`src/rtl/core/fbpm_pkg.sv`:
```
// Shared types and codes for the frame buffer pool manager.
// Used by fbpm_queue, the top level and the testbench; depends on nothing else.
package fbpm_pkg;

  // Operation codes carried by an input word.
  localparam logic [2:0] OP_INIT     = 3'd0;
  localparam logic [2:0] OP_TICK     = 3'd1;
  localparam logic [2:0] OP_FREE_ENQ = 3'd2;
  localparam logic [2:0] OP_BUSY_ENQ = 3'd3;
  localparam logic [2:0] OP_FREE_DEQ = 3'd4;
  localparam logic [2:0] OP_BUSY_DEQ = 3'd5;

  // Result status codes.
  localparam logic [1:0] RS_OK       = 2'd0;
  localparam logic [1:0] RS_EMPTY    = 2'd1;
  localparam logic [1:0] RS_OVERFLOW = 2'd2;

  // Per-buffer status codes.
  localparam logic [1:0] BS_UNDEF  = 2'd0;
  localparam logic [1:0] BS_FREE   = 2'd1;
  localparam logic [1:0] BS_BUSY   = 2'd2;
  localparam logic [1:0] BS_LEASED = 2'd3;

  // Configuration register indexes.
  localparam logic CFG_BUFFER_COUNT = 1'b0;
  localparam logic CFG_LEASE_TIMEOUT = 1'b1;

  // Reset values of the configuration registers.
  localparam logic [7:0]  BUFFER_COUNT_RESET  = 8'd4;
  localparam logic [15:0] LEASE_TIMEOUT_RESET = 16'd3000;

  // Sequencer states.
  typedef enum logic [2:0] {
    ST_CLEAR,
    ST_IDLE,
    ST_INIT,
    ST_SCAN,
    ST_SCAN_END,
    ST_POP,
    ST_LEASE,
    ST_FIN
  } state_t;

  // Control of one index queue.
  typedef struct packed {
    logic clear;
    logic push;
    logic pop;
  } q_ctrl_t;

endpackage

```
`src/rtl/core/fbpm_ram.sv`:
```
// Generic single-write, single-read synchronous RAM with registered read data.
// Depends on nothing else.
module fbpm_ram #(
  parameter int WIDTH = 8,
  parameter int DEPTH = 128
) (
  input  logic                     clk,
  input  logic                     we,
  input  logic [$clog2(DEPTH)-1:0] waddr,
  input  logic [WIDTH-1:0]         wdata,
  input  logic [$clog2(DEPTH)-1:0] raddr,
  output logic [WIDTH-1:0]         rdata
);

  logic [WIDTH-1:0] mem [DEPTH];

  // Write port and registered read port.
  always_ff @(posedge clk) begin
    if (we) begin
      mem[waddr] <= wdata;
    end
    rdata <= mem[raddr];
  end

endmodule

```
`src/rtl/core/fbpm_queue.sv`:
```
// Circular index queue: storage RAM plus head, tail and fill count registers.
// Depends on fbpm_pkg and fbpm_ram.
module fbpm_queue #(
  parameter int DEPTH = 128
) (
  input  logic                        clk,
  input  logic                        rst,
  input  fbpm_pkg::q_ctrl_t           ctrl,
  input  logic [$clog2(DEPTH)-1:0]    push_data,
  output logic [$clog2(DEPTH)-1:0]    pop_data,
  output logic [$clog2(DEPTH+1)-1:0]  count,
  output logic                        full,
  output logic                        empty
);
  import fbpm_pkg::*;

  localparam int IW = $clog2(DEPTH);
  localparam int CW = $clog2(DEPTH + 1);

  logic [IW-1:0] head;
  logic [IW-1:0] tail;
  logic          push_ok;
  logic          pop_ok;

  assign full    = (count == CW'(DEPTH));
  assign empty   = (count == '0);
  assign push_ok = ctrl.push && !full;
  assign pop_ok  = ctrl.pop && !empty;

  // Pointers wrap at the depth, which need not be a power of two.
  always_ff @(posedge clk) begin
    if (rst || ctrl.clear) begin
      head  <= '0;
      tail  <= '0;
      count <= '0;
    end else begin
      if (push_ok) begin
        tail <= (tail == IW'(DEPTH - 1)) ? '0 : tail + 1'b1;
      end
      if (pop_ok) begin
        head <= (head == IW'(DEPTH - 1)) ? '0 : head + 1'b1;
      end
      count <= count + CW'(push_ok) - CW'(pop_ok);
    end
  end

  // Pop data appears in the cycle after the pop.
  fbpm_ram #(.WIDTH(IW), .DEPTH(DEPTH)) u_store (
    .clk   (clk),
    .we    (push_ok),
    .waddr (tail),
    .wdata (push_data),
    .raddr (head),
    .rdata (pop_data)
  );

endmodule

```
`config.mk`:
```
export PLATFORM = sky130hd
export DESIGN_NAME = fbpm_queue
export DESIGN_NICKNAME = d
export VERILOG_FILES = /design/src/rtl/core/fbpm_pkg.sv /design/src/rtl/core/fbpm_ram.sv /design/src/rtl/core/fbpm_queue.sv
export SDC_FILE = /design/constraint.sdc
export NUM_CORES = 1
export LEC_CHECK = 0
export ABC_AREA = 1
export BUFFER_PORTS_ARGS = -buffer_cell sky130_fd_sc_hd__buf_4
export CORE_UTILIZATION = 30
export CTS_BUF_LIST = sky130_fd_sc_hd__clkbuf_16
export DETAILED_ROUTE_END_ITERATION = 8
export PLACE_DENSITY = 0.48
export SYNTH_ARGS = -nofsm -noshare
export SYNTH_HDL_FRONTEND = slang
export SYNTH_SLANG_ARGS = --single-unit
```
`constraint.sdc`:
```
create_clock -name clk -period 2.6 [get_ports clk]
set_input_delay 0.13 -clock clk [delete_from_list [all_inputs] [get_ports clk]]
set_output_delay 0.13 -clock clk [all_outputs]
set_load 0.02 [all_outputs]
```
==> Yosys cells after proc, flatten, opt, wreduce, memory -nomap -nowiden <==
Memories as Yosys holds them, arrays and structs flattened. A register that Yosys moved wholly into a read port is not among the register bits.
Index checks and enable logic that the tools add are counted.
{ "totals": {"reg_bits": 22, "ram_bits": 896, "in_bits": 12, "output_inout_bits": 17, "elab_cells": 21, "n_memories": 1} }
{ "op_classes": {"addsub": 4, "eq_ne": 3, "n_mux": 4, "n_reduce_logical": 6} }
{ "memory_table": {"columns": ["name", "words", "width", "read_ports", "rd_clocked_by_memory_dff", "wr", "line_no", "rtl"], "rows": [
  ["u_store.mem", 128, 7, 1, 1, 1, "fbpm_ram.sv:15", "logic [WIDTH-1:0] mem [DEPTH];"]
]} }
{ "ops": {"columns": ["cell", "n"], "rows": [
  ["$add A7 B1 Y7 const B", 2],
  ["$eq A7 B7 Y1 const B", 2],
  ["$mux W7", 2],
  ["$add A8 B1 Y8", 1],
  ["$eq A8 B8 Y1 const B", 1],
  ["$logic_not A8 Y1", 1],
  ["$sub A8 B1 Y8", 1],
  ["$logic_and A1 B1 Y1", 2],
  ["$logic_not A1 Y1", 2],
  ["$mux W1", 2],
  ["$logic_or A1 B1 Y1", 1]
]} }

==> Longest topological paths before layout <==
{ "depth": {"word_depth": 5, "mapped_depth": 19, "ltp_nobuf": 19} }

==> Hierarchy <==
From an unflattened synthesis, not the netlist that was laid out.
{ "unflattened": {"cells_unflattened": 3359, "area_unflattened_um2": 38500.7} }
{ "by_module_without_submodules": {"columns": ["module", "instances", "cells_each", "area_per_inst_um2", "seq_area_each_um2"], "rows": [
  ["fbpm_ram", 1, 3152, 37091.8, 27045.9],
  ["fbpm_queue", 1, 207, 1408.9, 440.4]
]} }

==> Worst setup path after synthesis <==
No wires, ideal clock.
{ "synth_timing": {"path_kind": "reg2reg", "startpoint": "reg count[2]", "endpoint": "reg count[6]", "setup_ps": 115, "arrival_ps": 2895, "t_required_ps": 2485, "setup_slack_ps": -410, "stages_incl_launch_ff": 20, "n_path_buf": 0, "synth_period_minus_slack_ps": 3010, "path_cell_list": "dfxtp_1 -> inv_1 -> ha_1 -> nor3b_1 -> nand3_1 -> nand2_1 -> inv_1 -> ha_1 -> inv_1 -> ha_1 -> inv_1 -> fa_1 -> nor2_1 -> o21ai_0 -> nand2_1 -> nand2_1 -> nand2_1 -> a21oi_1 -> or2_2 -> and2_1"} }
{ "synth_via": {"word_cells_on_any_way": 8, "classes_between": "add/sub: 2; eq/ne: 1; reduce/logical: 5"} }
{ "synth_lines": {"columns": ["element", "line_no", "rtl"], "rows": [
  ["start, declared", "fbpm_queue.sv:11", "output logic [$clog2(DEPTH+1)-1:0] count,"],
  ["start signal, assigned", "fbpm_queue.sv:43", "count <= count + CW'(push_ok) - CW'(pop_ok);"],
  ["$logic_not A8 Y1", "fbpm_queue.sv:26", "assign empty = (count == '0);"],
  ["$logic_not A1 Y1", "fbpm_queue.sv:28", "assign pop_ok = ctrl.pop && !empty;"],
  ["$logic_and A1 B1 Y1", "fbpm_queue.sv:28", null],
  ["via pop_ok", "fbpm_queue.sv:23", "logic pop_ok;"],
  ["$sub A8 B1 Y8", "fbpm_queue.sv:43", null]
]} }
The timed path passes the listed nets, and every way through them passes these cells.
A chain may end at the register's enable or synchronous reset.

==> Final worst setup path <==
{ "layout_timing": {"startpoint": "reg count[3]", "endpoint": "out empty"} }
{ "layout_via": {"elab_chain_len": 1} }
{ "layout_rtl": {"columns": ["element", "line_no", "rtl"], "rows": [
  ["$logic_not A8 Y1", "fbpm_queue.sv:26", null],
  ["end, declared", "fbpm_queue.sv:13", "output logic empty"]
]} }
Every way passes these cells.

==> results by group <==
Outcome
  – Run status: complete, but fails checks
  – Failing checks: negative setup slack

Final layout
  – Most common cell after layout, fill and taps aside: sky130_fd_sc_hd__nand2_1
  – Sequential Area: 27500 um^2
  – Post-route cell area: 46600 um^2
  – Most frequent cells in the layout: sky130_fd_sc_hd__nand2_1 (1138), sky130_fd_sc_hd__edfxtp_1 (896), sky130_fd_sc_hd__nor2_1 (518), sky130_fd_sc_hd__inv_1 (388), sky130_fd_sc_hd__nand3_1 (375)
  – Fraction of final layout cells with drive strength greater than 1: approximately 11%
  – Final #Nets: 4003
  – Area Overhead vs Synth: 17.6%
  – Fill cells: 13100
  – Combined area of the multi-input logic cells: between 9000 and 10000 um^2

Setup path
  – Flop-to-flop setup slack: -100 ps
  – Worst-path fanout max: 2
  – Path depth of the worst reg2reg path: 19
  – Start-to-end type of the worst setup path: flop to output pin
  – Endpoint arrival time on the critical path: roughly 2600 ps
  – Crit end category: output pin
  – Worst Setup Start Kind: flop
  – Destination of the worst register-to-register timing path: count[6]
  – R2r startpoint: count[3]
  – Timing startpoint of the critical path: count[3]
  – Critical path required time: about 2500 ps

Yosys
  – Share of flip-flops with an asynchronous set or reset: 0%
  – Yosys top cell by area: sky130_fd_sc_hd__edfxtp_1
  – Synthesized area divided by synthesized cell count: roughly 10 um^2
  – Synthesized instance count: around 3800
  – Synthesized net count: 3833
  – Yosys top cell area share: approximately two thirds
  – Sequential-to-total area share from yosys stat: roughly 69%
  – Post-synthesis instance area: 39600 um^2
  – Top FF cell, synth: sky130_fd_sc_hd__edfxtp_1
  – Distinct cell type count of the synthesized netlist: 33
  – Yosys warnings: 0
  – EDFF count, synth: 896
  – Leading post-synthesis cells by cell area: sky130_fd_sc_hd__edfxtp_1 (68%), sky130_fd_sc_hd__nand2_1 (11%), sky130_fd_sc_hd__nor2_1 (5.2%)
  – Flop and latch count out of synthesis: a little over 900

Power and ir drop
  – Lkg Pwr: 18.2 nW
  – Power density cells: between 800 and 900 nW/um^2
  – Part of the power in combinational logic: a little under a fifth
  – Internal portion of total power: roughly 0.027 W
  – Sequential share of power: between 40% and 50%
  – Clock Power Share: a little under two fifths
  – Reported net switching power: roughly 0.011 W
  – Switching power share of the total: 28.3%
  – Maximum ir drop on the vdd rail: about 0.93 mV

Detailed routing
  – Antenna-violating nets left: 0
  – Average detailed-routed wire length per instance: 19.2 um
  – Total wirelength of the detailed-routed design: roughly 110000 um
  – Pre-Repair DR Iteration Count: 6
  – Detailed Route Iter0 Violations: around 2300
  – Routed vias: between 20000 and 30000
  – Remaining routing DRC violations: 0
  – Per-cell via count in the routed design: between 4 and 5

STA
  – Relative slew margins: ~40%
  – Count of pins over their slew limit: 0
  – RSZ-0062 raised after global routing: true
  – Worst slew pin tran: approximately 900 ps
  – Setup slack after layout: -130 ps
  – Final period util: 105%
  – Maximum operating frequency: approximately 370 MHz
  – Number of failing setup endpoints in the final timing report: 2
  – Setup clock skew after layout: 40.3 ps
  – Count of final hold-check violations: 0
  – Hold_ws: 51.0 ps
  – Final min period: roughly 2700 ps

Floorplanning
  – Chip Height: roughly 370 um
  – Number of standard-cell rows in the floorplan: 133
  – Initial standard-cell utilization of the core: a little over 30%
  – Die footprint: 134000 um^2
  – DIE WIDTH: 366 um
  – Number of primary I/O pins: 29
  – Core region area: 131000 um^2

Min path
  – Number of stages on the worst hold path: 1
  – Worst Hold Class: primary input to flop
  – Endpoint with the worst hold slack: u_store.mem[101][6]
  – Origin of the worst min-delay path: push_data[6]

Clock tree
  – Clock sink count: slightly above 900
  – CTS max path bufs: 3
  – CTS H-Tree Depth: 3
  – Clock latency on the worst-skew pair: between 700 and 800 ps
  – Clock input transition at the sequential cells of the worst setup and hold paths: approximately 60 ps
  – Root buffer selected by CTS: sky130_fd_sc_hd__clkbuf_16
  – CTS tree: done
  – Total clock buffers created by CTS: 100

Placed design
  – Final HPWL DP: 69600 um
  – Placed inst area: 43200 um^2
  – Routability congestion estimate: ~0.86
  – IO buf count: 28

Global route
  – Pin count of the biggest net entering global routing: between 90 and 100
  – Vias in the first global route: 26000
  – Antenna violations before repair: 1
  – Final global-route overflow total: 0
  – Wire length of the first global-routing pass: approximately 170000 um
  – Total track usage: 16.9%

Flow run
  – Number of maximum-capacitance violations: 0
-- worst max-delay path: stages, from the launching register on --
cell,delay [ps]
sky130_fd_sc_hd__dfxtp_4,340
sky130_fd_sc_hd__inv_2,50
sky130_fd_sc_hd__ha_2,160
sky130_fd_sc_hd__nor3b_4,240
sky130_fd_sc_hd__nand3_2,110
sky130_fd_sc_hd__buf_4,140
sky130_fd_sc_hd__buf_4,120
sky130_fd_sc_hd__buf_4,120
sky130_fd_sc_hd__buf_4,120
sky130_fd_sc_hd__buf_4,120
sky130_fd_sc_hd__buf_4,120
sky130_fd_sc_hd__buf_4,130
sky130_fd_sc_hd__inv_2,40
sky130_fd_sc_hd__buf_6,100
-- cell type report --
| type | count | area share, % |
|---|---|---|
| Antenna cell | 2 | 0.0107 |
| Timing Repair Buffer | 261 | 5.42 |
| Multi-Input combinational cell | 2312 | 21.0 |
| Clock inverter | 79 | 1.44 |
| Inverter | 376 | 3.05 |
| Tap cell | 1755 | 4.71 |
| Sequential cell | 925 | 59.0 |
| Clock buffer | 101 | 5.42 |
-- stage by stage --
step,total power (W),worst slack (ps),utilization [%],std cells,TNS [ps]
floorplan,0.0209,-55.4,-,3806,-55.4
global placement,0.0236,-188,32.9,5609,-680
detailed placement,0.0235,-184,32.9,5609,-2290
CTS,0.0378,-120,35.5,5806,-183
global route,0.0392,-261,35.5,5809,-510
finish,0.0376,-130,35.5,5811,-228
-- synth_stat cells, drive strengths merged, types with 2 or more instances --
| cell type | count |
|---|---|
| inv | 373 |
| buf | 150 |
| a211oi | 3 |
| nand4 | 5 |
| nand3 | 378 |
| ha | 14 |
| edfxtp | 896 |
| o21ai | 179 |
| clkbuf | 43 |
| and3 | 2 |
| nand2 | 1141 |
| clkinv | 3 |
| nor2 | 547 |
| xor2 | 3 |
| nor3 | 6 |
| a21oi | 25 |
| dfxtp | 29 |
-- timing repair --
item | in CTS | in global routing
hold buffers | 11 | 0
hold endpoints to repair | 276 | 0
pin swaps | 3 | 2
setup endpoints to repair | 87 | 212
buffers inserted | 6 | 4
resized for setup | 18 | 19
-- power by group through the flow --
stage / clock network (W) / logic [W] / registers (W)
after floorplan: 0 / 0.00391 / 0.0170
after detailed placement: 0 / 0.00660 / 0.0169
after global placement: 0 / 0.00663 / 0.0169
after CTS: 0.0144 / 0.00685 / 0.0166
after global routing: 0.0149 / 0.00766 / 0.0166
final: 0.0140 / 0.00689 / 0.0166
-- how the worst max path moves through the flow --
stage,to,slack [ps],cells past startpoint
6_report,empty,-130,13
5_1_grt,count[6],-260,19
4_1_cts,count[6],-120,19
3_5_place_dp,count[6],-180,19
3_3_place_gp,count[6],-190,19
2_1_floorplan,count[6],-60,19
-- flip-flops by register name, indices dropped and copies added (netlist names) --
signal / flops
count: 8
u_store.rdata: 7
u_store.mem: 896
tail: 7
head: 7
-- layer usage --
| metal | share of wire [%] | up-vias | global-route usage, % |
|---|---|---|---|
| met2 | 46 | 596 | 27.1 |
| met5 | 0 | - | 0 |
| met4 | 2.7 | 0 | 5.46 |
| met3 | 5.2 | 163 | 2.71 |
| met1 | 46 | 12700 | 23.2 |
| li1 | - | 12900 | - |
-- cells by family (layout without fill, tap and decap cells) --
family / Yosys count / after routing / share of synthesized area, %
compound gates: 212 / 212 / 2.73
xor+xnor: 3 / 3 / 0.0663
fa+ha+maj: 15 / 15 / 0.492
other cells: 0 / 2 / 0
buf+inv: 569 / 817 / 6.39
flops: 925 / 925 / 69.3
simple gates: 2082 / 2082 / 21.0
(Power assumes the default switching activity.)
