## config.mk

```make
export PLATFORM = sky130hd
export DESIGN_NAME = fbpm_ram
export DESIGN_NICKNAME = d
export VERILOG_FILES = /design/src/rtl/core/fbpm_ram.sv
export SDC_FILE = /design/constraint.sdc
export NUM_CORES = 1
export LEC_CHECK = 0
export BUFFER_PORTS_ARGS = -buffer_cell sky130_fd_sc_hd__buf_2
export CORE_ASPECT_RATIO = 0.8
export CORE_MARGIN = 4
export CORE_UTILIZATION = 54
export CTS_CLUSTER_SIZE = 10
export DETAILED_ROUTE_END_ITERATION = 8
export GPL_TIMING_DRIVEN = 0
export MAX_ROUTING_LAYER = met4
export PLACE_DENSITY = 0.7
export SETUP_SLACK_MARGIN = 0.2
export SLEW_MARGIN = 40
export SYNTH_ARGS = -nofsm -noshare
export SYNTH_HDL_FRONTEND = slang
export SYNTH_SLANG_ARGS = --single-unit
```

## constraint.sdc

```tcl
create_clock -name clk -period 8.74 [get_ports clk]
set_input_delay 1.748 -clock clk [delete_from_list [all_inputs] [get_ports clk]]
set_output_delay 1.748 -clock clk [all_outputs]
set_load 0.01 [all_outputs]
```

## src/rtl/core/fbpm_ram.sv

```systemverilog
// Generic single-write, single-read synchronous RAM with registered read data.
// Depends on nothing else.
module fbpm_ram #(
  parameter int WIDTH = 8,
  parameter int DEPTH = 128
) (
  input  logic                     clk,
  input  logic                     we,
  input  logic [$clog2(DEPTH)-1:0] waddr,
  input  logic [WIDTH-1:0]         wdata,
  input  logic [$clog2(DEPTH)-1:0] raddr,
  output logic [WIDTH-1:0]         rdata
);

  logic [WIDTH-1:0] mem [DEPTH];

  // Write port and registered read port.
  always_ff @(posedge clk) begin
    if (we) begin
      mem[waddr] <= wdata;
    end
    rdata <= mem[raddr];
  end

endmodule

```

-- After elaboration in Yosys (flattened, before gate mapping)
Memory sizes are Yosys's and may differ from the RTL's. A register that Yosys moved wholly into a read port is not among the register bits.
Cells that the tools add are included.
W data, S select, Z words.
- register bits: 0
- bits in writable memories: 1024
- bits of input ports: 24
- output and inout bits: 8
- logic and storage cells: 3
- memories: 1
- memories (name ; words ; bits a word ; read ports ; clocked after memory_dff ; write ports ; RTL line ; source):
    mem ; 128 ; 8 ; 1 ; 1 ; 1 ; 15 ; logic [WIDTH-1:0] mem [DEPTH];
- mux-type cells: 2
- operators by type and width (operator ; count):
    $mux W1 ; 2

-- Logic depth before layout (Yosys ltp)
Gate-level depths: netlist of run 1.
- depth in word-level cells: 2
- mapped depth: 7

-- Least setup slack after synthesis of run 1
No wires, ideal clock.
- path type: input-to-reg
- from: in raddr[0]
- to: reg rdata[0], read port of mem
- library setup time: 0.121 ns
- arrival time: 4.131 ns
- setup slack: 4.488 ns
- stages: 6
- buffers on the path: 2
- path through: clkbuf_1 buf_1 mux4_2 mux4_2 mux4_2 mux2_2
- RTL lines (what ; RTL line ; source):
    from (decl) ; 11 ; input logic [$clog2(DEPTH)-1:0] raddr,
    to (decl) ; 12 ; output logic [WIDTH-1:0] rdata

==> results of run 1 <==
## worst reg2reg max path: stages, from the launching register on
cell and delay [ns]:
sky130_fd_sc_hd__edfxtp_1 0.35, sky130_fd_sc_hd__mux4_2 0.53, sky130_fd_sc_hd__mux4_2 0.59, sky130_fd_sc_hd__mux4_2 0.52
sky130_fd_sc_hd__mux2_2 0.32
## routing by layer
metal	up-vias	global-route usage [%]	wire, um
met2	1132	36.1	43100
li1	7271	-	-
met4	0	6.75	2710
met3	184	7.15	10800
met1	9935	37.2	37500
met5	-	-	0
## cell families (layout without fill, tap and decap cells)
family	Yosys count	count (layout)	synth area share, %
DFF	1032	1032	77.9
muxes	344	344	19.3
and+or+nand+nor	170	170	1.76
buffers and inverters	89	256	1.01
other	0	7	0
## cell type report
cell class / instances / area (um2)
antenna: 7 / 17.5
buffer: 89 / 429
clock buffer: 130 / 2970
clock inverter: 8 / 81.3
fill: 4851 / 27900
multi-input combinational: 514 / 8530
sequential: 1032 / 30900
tap: 945 / 1180
timing repair buffer: 29 / 404
## stage by stage
| stage | setup slack (ns) | hold slack, ns | instance area (um2) |
|---|---|---|---|
| after floorplan | 4.49 | 1.07 | 39700 |
| after global placement | 3.47 | 1.17 | 40900 |
| after detailed placement | 3.62 | 1.19 | 41400 |
| after CTS | 4.28 | 1.19 | 44400 |
| after global routing | 4.19 | 1.20 | 44500 |
| final | 4.22 | 1.20 | 44500 |
## cells in the mapped netlist
master / n / area share, %
sky130_fd_sc_hd__buf_1: 18 / 0.17
sky130_fd_sc_hd__buf_2: 15 / 0.19
sky130_fd_sc_hd__buf_4: 11 / 0.21
sky130_fd_sc_hd__buf_6: 1 / 0.028
sky130_fd_sc_hd__clkbuf_1: 44 / 0.42
sky130_fd_sc_hd__dfxtp_1: 8 / 0.40
sky130_fd_sc_hd__edfxtp_1: 1024 / 78
sky130_fd_sc_hd__mux2_2: 8 / 0.23
sky130_fd_sc_hd__mux4_2: 336 / 19
sky130_fd_sc_hd__nand2_1: 14 / 0.13
sky130_fd_sc_hd__nand2b_1: 2 / 0.032
sky130_fd_sc_hd__nand3_1: 12 / 0.15
sky130_fd_sc_hd__nand4_1: 3 / 0.047
sky130_fd_sc_hd__nor2_1: 122 / 1.2
sky130_fd_sc_hd__nor2b_1: 7 / 0.11
sky130_fd_sc_hd__nor3_1: 9 / 0.11
sky130_fd_sc_hd__or3_1: 1 / 0.016
## how the worst max path moves through the flow
stage / end / startpoint
6_report: rdata[2] / raddr[0]
5_1_grt: rdata[2] / raddr[0]
4_1_cts: rdata[2] / raddr[0]
3_5_place_dp: rdata[2] / raddr[0]
3_3_place_gp: rdata[2] / raddr[2]
2_1_floorplan: rdata[0] / raddr[0]
## registers in the layout, indices dropped and copies added, names as in the netlist
register	cells
mem	1024
rdata	8
## power groups by stage
| stage | logic, uW | clock network (uW) | registers, uW |
|---|---|---|---|
| floorplan | 276 | 0 | 5580 |
| global placement | 511 | 0 | 5580 |
| detailed placement | 541 | 0 | 5580 |
| CTS | 543 | 4160 | 5470 |
| global route | 568 | 4370 | 5470 |
| finish | 546 | 4120 | 5470 |
==> summary.txt, run 1 <==
Pwr
  – Net switching component of the power: 2110 uW
  – Sequential group share of total power: 54.0%
  – LEAKAGE: 0.0135 uW
  – Clock power share: 40.7%
  – Internal Dissipation: about 8000 uW
  – Switching share of power: 20.8%
  – Total chip power: roughly 10000 uW
  – Total power density per cell area: 228 mW/mm2
  – Share of total power in combinational logic: ~5.4%
  – Highest ir drop seen on vdd: 0.150 mV

Clock tree
  – Number of clock sinks: 1032
  – Root buffer cell: sky130_fd_sc_hd__clkbuf_16
  – Inserted Clock Buffers: between 100 and 150
  – Reg clk slew, reported paths: 0.05 ns
  – Number of H-tree levels: 3
  – Clock insertion delay at the later pin of the skew report: 0.69 ns
  – Quantity of gates resized following cts: 0
  – Count of hold buffers inserted by post-cts repair: 0
  – Buffers from clock root to sink, at most: 3
  – Clock tree from TritonCTS: done
  – Number of buffers inserted to repair setup after CTS: 0

Global route
  – First-pass GRT wire length: 137 mm
  – Global Route Usage Sum: 25.5%
  – Largest net degree at the start of global routing: 88
  – Remaining global-route overflow: 0
  – Via count of the first global-routing pass: 18352
  – Number of antenna violations at the first check in global routing: 7

Synthesis
  – Synthesized cell area: around 0.040 mm2
  – Yosys reg bits: 1032
  – Net count after synthesis: ~1700
  – Average instance area after synthesis: 24.3 um2
  – Synth warnings: 0
  – Gate Count Post-Synth: 1635
  – Number of distinct library cells after synthesis: 17
  – Sequential area share after synthesis: 77.9%

Die
  – Die Width: 311 um
  – Height of the die: about 250 um
  – Initial cell density of the core: 54.7%
  – Floorplan die area: around 0.078 mm2
  – Placeable core region: roughly 0.072 mm2
  – Count of pins on the block boundary: 32
  – Row count: 88

STA
  – Finish-stage setup viols: 0
  – Achievable clock frequency: roughly 220 MHz
  – Accumulated negative setup slack: 0 ns
  – Max-Slew Margin vs Limit: 40.9%
  – Count of endpoints failing hold in the final timing report: 0
  – Setup repair after global routing missed its margin: no
  – Post-layout minimum cycle time: 4.52 ns
  – Least-Margin Pin Slew: slightly below 0.9 ns
  – Crit share post-route: 51.7%
  – Setup clock skew after layout: 0.0196 ns
  – Final-report max-slew violation count: 0

Finish
  – Post-synthesis to final-layout area growth: 12.2%
  – Commonest cells after routing, fill and taps aside: sky130_fd_sc_hd__edfxtp_1, sky130_fd_sc_hd__mux4_2, sky130_fd_sc_hd__clkbuf_16
  – Number of standard cells in the final layout excluding fillers: 2754
  – Share of cells above drive strength 1: roughly a third
  – Commonest non-fill, non-tap cell in the layout: sky130_fd_sc_hd__edfxtp_1
  – Core occupancy in the finished layout: a little over 60%
  – Number of nets in the final layout: 1804

Placed design
  – Port Buffers: 20
  – Weighted congestion reported at the end of routability-driven placement: a little over 0.9
  – Hpwl dp: 61.4 mm
  – Dpl cells: approximately 2600

Setup path
  – CP cell instances: clkbuf_1 > buf_2 > buf_4 > mux4_2 > mux4_2 > mux4_2 > mux2_2
  – Kind of end point of the critical path: flop
  – Number of cells on the worst reg-to-reg path: 4
  – WP data arrival: 5.07 ns
  – Most used cell along the critical path: sky130_fd_sc_hd__mux4_2
  – Worst setup slack for register-to-register paths: 6.31 ns
  – Cell at the slowest stage of the critical path: sky130_fd_sc_hd__mux4_2
  – Critical setup path kind: in -> reg
  – Total buffers and inverters traversed by the critical path: 3
  – Peak fanout along the critical path: 10
  – Number of cells on the critical path: 7
  – Element type at the critical path start: input pin
  – R2R Path End: rdata[0]
  – Critical path data required time: around 9.3 ns
  – Family of cells with the greatest summed delay on the critical path: multiplexers
  – Reg2Reg Launch Point: mem[101][0]
  – Worst path max stage delay: 0.60 ns

Route
  – Number of vias per cell after detailed routing: 6.73
  – Total length of routed wires: approximately 94 mm
  – Number of optimization iterations in the first detailed-route pass: 5
  – Number of vias after detailed routing: 18522
  – Initial drt markers: 2765
  – DRC violation count after routing: 0
  – Routed wirelength normalized by instance count: 34.2 um
  – Remaining antenna violation count: 0

Hold path
  – Number of stages on the worst hold path: 4
  – Hold Crit Start: mem[126][5]
  – Hold WC Path Type: reg -> reg
  – End point of the worst hold path: rdata[5]

Run status
  – Run status: completed

Job
  – Maximum capacitance violations: 0
Power figures use the tool's default switching activity.
==> inputs of run 2 (changes only) <==
--- a/config.mk
+++ b/config.mk
@@ -13,7 +13,7 @@
 export DETAILED_ROUTE_END_ITERATION = 8
 export GPL_TIMING_DRIVEN = 0
 export MAX_ROUTING_LAYER = met4
-export PLACE_DENSITY = 0.7
+export PLACE_DENSITY = 0.72
 export SETUP_SLACK_MARGIN = 0.2
 export SLEW_MARGIN = 40
 export SYNTH_ARGS = -nofsm -noshare
==> constraint.sdc (replaced) <==
create_clock -name clk -period 3.6 [get_ports clk]
set_input_delay 0.72 -clock clk [delete_from_list [all_inputs] [get_ports clk]]
set_output_delay 0.72 -clock clk [all_outputs]
set_load 0.01 [all_outputs]
==> summary.txt, run 2 (synthesis gave the netlist of run 1 again) <==
Die
  – Row count: 88 (unchanged)
  – Count of pins on the block boundary: 32 (unchanged)
  – Height of the die: 250 um (unchanged)
  – Floorplan die area: 0.0779 mm2 (unchanged)
  – Placeable core region: 0.0724 mm2 (unchanged)
  – Die Width: 311 um (unchanged)
  – Initial cell density of the core: 54.7% (unchanged)

Global route
  – First-pass GRT wire length: 137 mm (+0.11%)
  – Global Route Usage Sum: 25.4% (-0.028 points)
  – Largest net degree at the start of global routing: 94 (+6.8%)
  – Remaining global-route overflow: 0 (unchanged)
  – Number of antenna violations at the first check in global routing: 18 (+11)
  – Via count of the first global-routing pass: 18729 (+2.1%)

Clock tree
  – Number of clock sinks: 1032 (unchanged)
  – Clock insertion delay at the later pin of the skew report: 0.68 ns (about the same)
  – Root buffer cell: sky130_fd_sc_hd__clkbuf_16
  – Reg clk slew, reported paths: 0.05 ns (about the same)
  – Quantity of gates resized following cts: 1 (+1)
  – Inserted Clock Buffers: 113 (-0.88%)
  – Number of H-tree levels: 3 (unchanged)
  – Buffers from clock root to sink, at most: 3 (unchanged)
  – Count of hold buffers inserted by post-cts repair: 0 (unchanged)
  – Clock tree from TritonCTS: done
  – Number of buffers inserted to repair setup after CTS: 0 (unchanged)

Placed design
  – Dpl cell area: 0.0413 mm2 (about the same)
  – Weighted congestion reported at the end of routability-driven placement: 0.954 (+4.3%)
  – Port Buffers: 20 (unchanged)
  – Hpwl dp: 60.6 mm (-1.3%)
  – Dpl cells: 2608 (-0.038%)

Route
  – Remaining antenna violation count: 0 (unchanged)
  – Number of vias after detailed routing: 18581 (+0.32%)
  – Initial drt markers: 2737 (-1.0%)
  – Number of vias per cell after detailed routing: 6.74 (+0.21%)
  – Total length of routed wires: 94.1 mm (about the same)
  – Number of optimization iterations in the first detailed-route pass: 6 (+1)
  – Met2 wire len: 43.2 mm (about the same)
  – Routed wirelength normalized by instance count: 34.1 um (-0.17%)
  – DRC violation count after routing: 0 (unchanged)
  – Routed wire length on met3: 12.5 mm (+15%)
  – Wire length the detailed router placed on met1: 36.0 mm (-4.0%)
  – Topmost layer with routed signal wires: met4

Hold path
  – Hold WC Path Type: in -> reg
  – Hold Crit Start: wdata[5]

STA
  – Final-report max-slew violation count: 0 (unchanged)
  – Setup repair after global routing missed its margin: no
  – Accumulated negative setup slack: 0 ns (unchanged)
  – Max-Slew Margin vs Limit: 39.4% (-1.4 points)
  – Count of endpoints failing hold in the final timing report: 0 (unchanged)
  – Setup clock skew after layout: 0.0233 ns (+0.00369 ns)
  – Worst Hold Slack: 0.405 ns (-0.793 ns)
  – Achievable clock frequency: 294 MHz
  – Post-layout minimum cycle time: 3.40 ns
  – Least-Margin Pin Slew: 0.909 ns (+0.0217 ns)
  – Crit share post-route: 94.3%
  – Finish-stage setup viols: 0 (unchanged)

Setup path
  – Cell at the slowest stage of the critical path: sky130_fd_sc_hd__clkbuf_1
  – Worst path max stage delay: 0.71 ns (+0.11 ns)
  – Critical setup path kind: in -> reg
  – Total buffers and inverters traversed by the critical path: 2 (-1)
  – Worst setup startpoint: raddr[2]
  – Peak fanout along the critical path: 10 (unchanged)
  – Family of cells with the greatest summed delay on the critical path: multiplexers
  – Most used cell along the critical path: sky130_fd_sc_hd__mux4_2
  – CP cell instances: clkbuf_1 > clkbuf_1 > mux4_2 > mux4_2 > mux4_2 > mux2_2
  – Reg2Reg Launch Point: mem[23][1]
  – Critical path data required time: 4.15 ns (-5.14 ns)
  – WP data arrival: 3.95 ns (-1.12 ns)
  – Kind of end point of the critical path: flop
  – Element type at the critical path start: input pin

Finish
  – Number of standard cells in the final layout excluding fillers: 2757 (+0.11%)
  – Biggest register: mem
  – Commonest cells after routing, fill and taps aside: sky130_fd_sc_hd__edfxtp_1, sky130_fd_sc_hd__mux4_2, sky130_fd_sc_hd__clkbuf_16
  – Largest regs: mem (1024), rdata (8)
  – Commonest non-fill, non-tap cell in the layout: sky130_fd_sc_hd__edfxtp_1
  – Number of nets in the final layout: 1802 (-0.11%)
  – Layout Cell Area excl Fill: 0.0445 mm2 (-0.13%)
  – Share of cells above drive strength 1: 33.1% (-0.46 points)
  – Post-synthesis to final-layout area growth: 12.1%
  – Max reg flops: 1024 (unchanged)

Job
  – Maximum capacitance violations: 0 (unchanged)

Pwr
  – Net switching component of the power: 5060 uW (+140%)
  – Highest ir drop seen on vdd: 0.444 mV (+200%)
  – Clock power share: 40.3% (-0.4 points)
  – Sequential group share of total power: 54.3% (+0.3 points)
  – Internal Dissipation: 19400 uW (+140%)
  – LEAKAGE: 0.0135 uW (-0.24%)
  – Share of total power in combinational logic: 5.4% (about the same)
  – Switching share of power: 20.7% (-0.13 points)
  – Total power density per cell area: 551 mW/mm2 (+140%)

Run status
  – Run status: completed
## run 2: cell count changes in the layout (fill, tap and decap cells not counted), moves of 2 or more
cell	before	now
sky130_fd_sc_hd__inv_6	4	1
sky130_fd_sc_hd__clkbuf_2	19	22
sky130_fd_sc_hd__clkbuf_1	38	36
sky130_fd_sc_hd__diode_2	7	15
sky130_fd_sc_hd__nor2_1	74	83
sky130_fd_sc_hd__nor2_2	48	39
sky130_fd_sc_hd__buf_1	15	13
sky130_fd_sc_hd__clkinv_2	2	0
sky130_fd_sc_hd__clkinv_8	1	4
## run 2: through the flow
stage	power, uW	worst slack (ns)	utilization [%]
floorplan	14200	0.376	-
global placement	14800	-0.599	56.5
detailed placement	14800	-0.592	57.0
CTS	24600	0.234	61.2
global route	25200	0.210	61.4
finish	24500	0.204	61.4
## run 2: final timing paths
check	endpoint	slack (ns)	cells after the start
max	rdata[1]	0.20	6
min	mem[119][5]	0.40	1
max reg2reg	rdata[1]	1.11	4
min reg2reg	rdata[4]	1.17	4
## run 2: area by class of cell
| class | count | area (um2) |
|---|---|---|
| Clock buffer | 128 | 2930 |
| Buffer | 89 | 437 |
| Clock inverter | 6 | 81.3 |
| Fill cell | 4753 | 28000 |
| Multi-Input combinational cell | 514 | 8500 |
| Tap cell | 945 | 1180 |
| Timing Repair Buffer | 28 | 385 |
| Antenna cell | 15 | 37.5 |
| Sequential cell | 1032 | 30900 |
## run 2: layer usage
| metal | GRT usage [%] | up-vias |
|---|---|---|
| li1 | - | 7290 |
| met3 | 7.83 | 170 |
| met4 | 6.68 | 0 |
| met1 | 36.6 | 9901 |
| met2 | 36.1 | 1220 |
| met5 | - | - |
## run 2: power groups by stage
stage	Combinational [uW]	Clock, uW	Sequential, uW
after floorplan	671	0	13500
after global routing	1380	10500	13300
after CTS	1310	9970	13300
after detailed placement	1310	0	13500
final	1320	9880	13300
after global placement	1240	0	13600
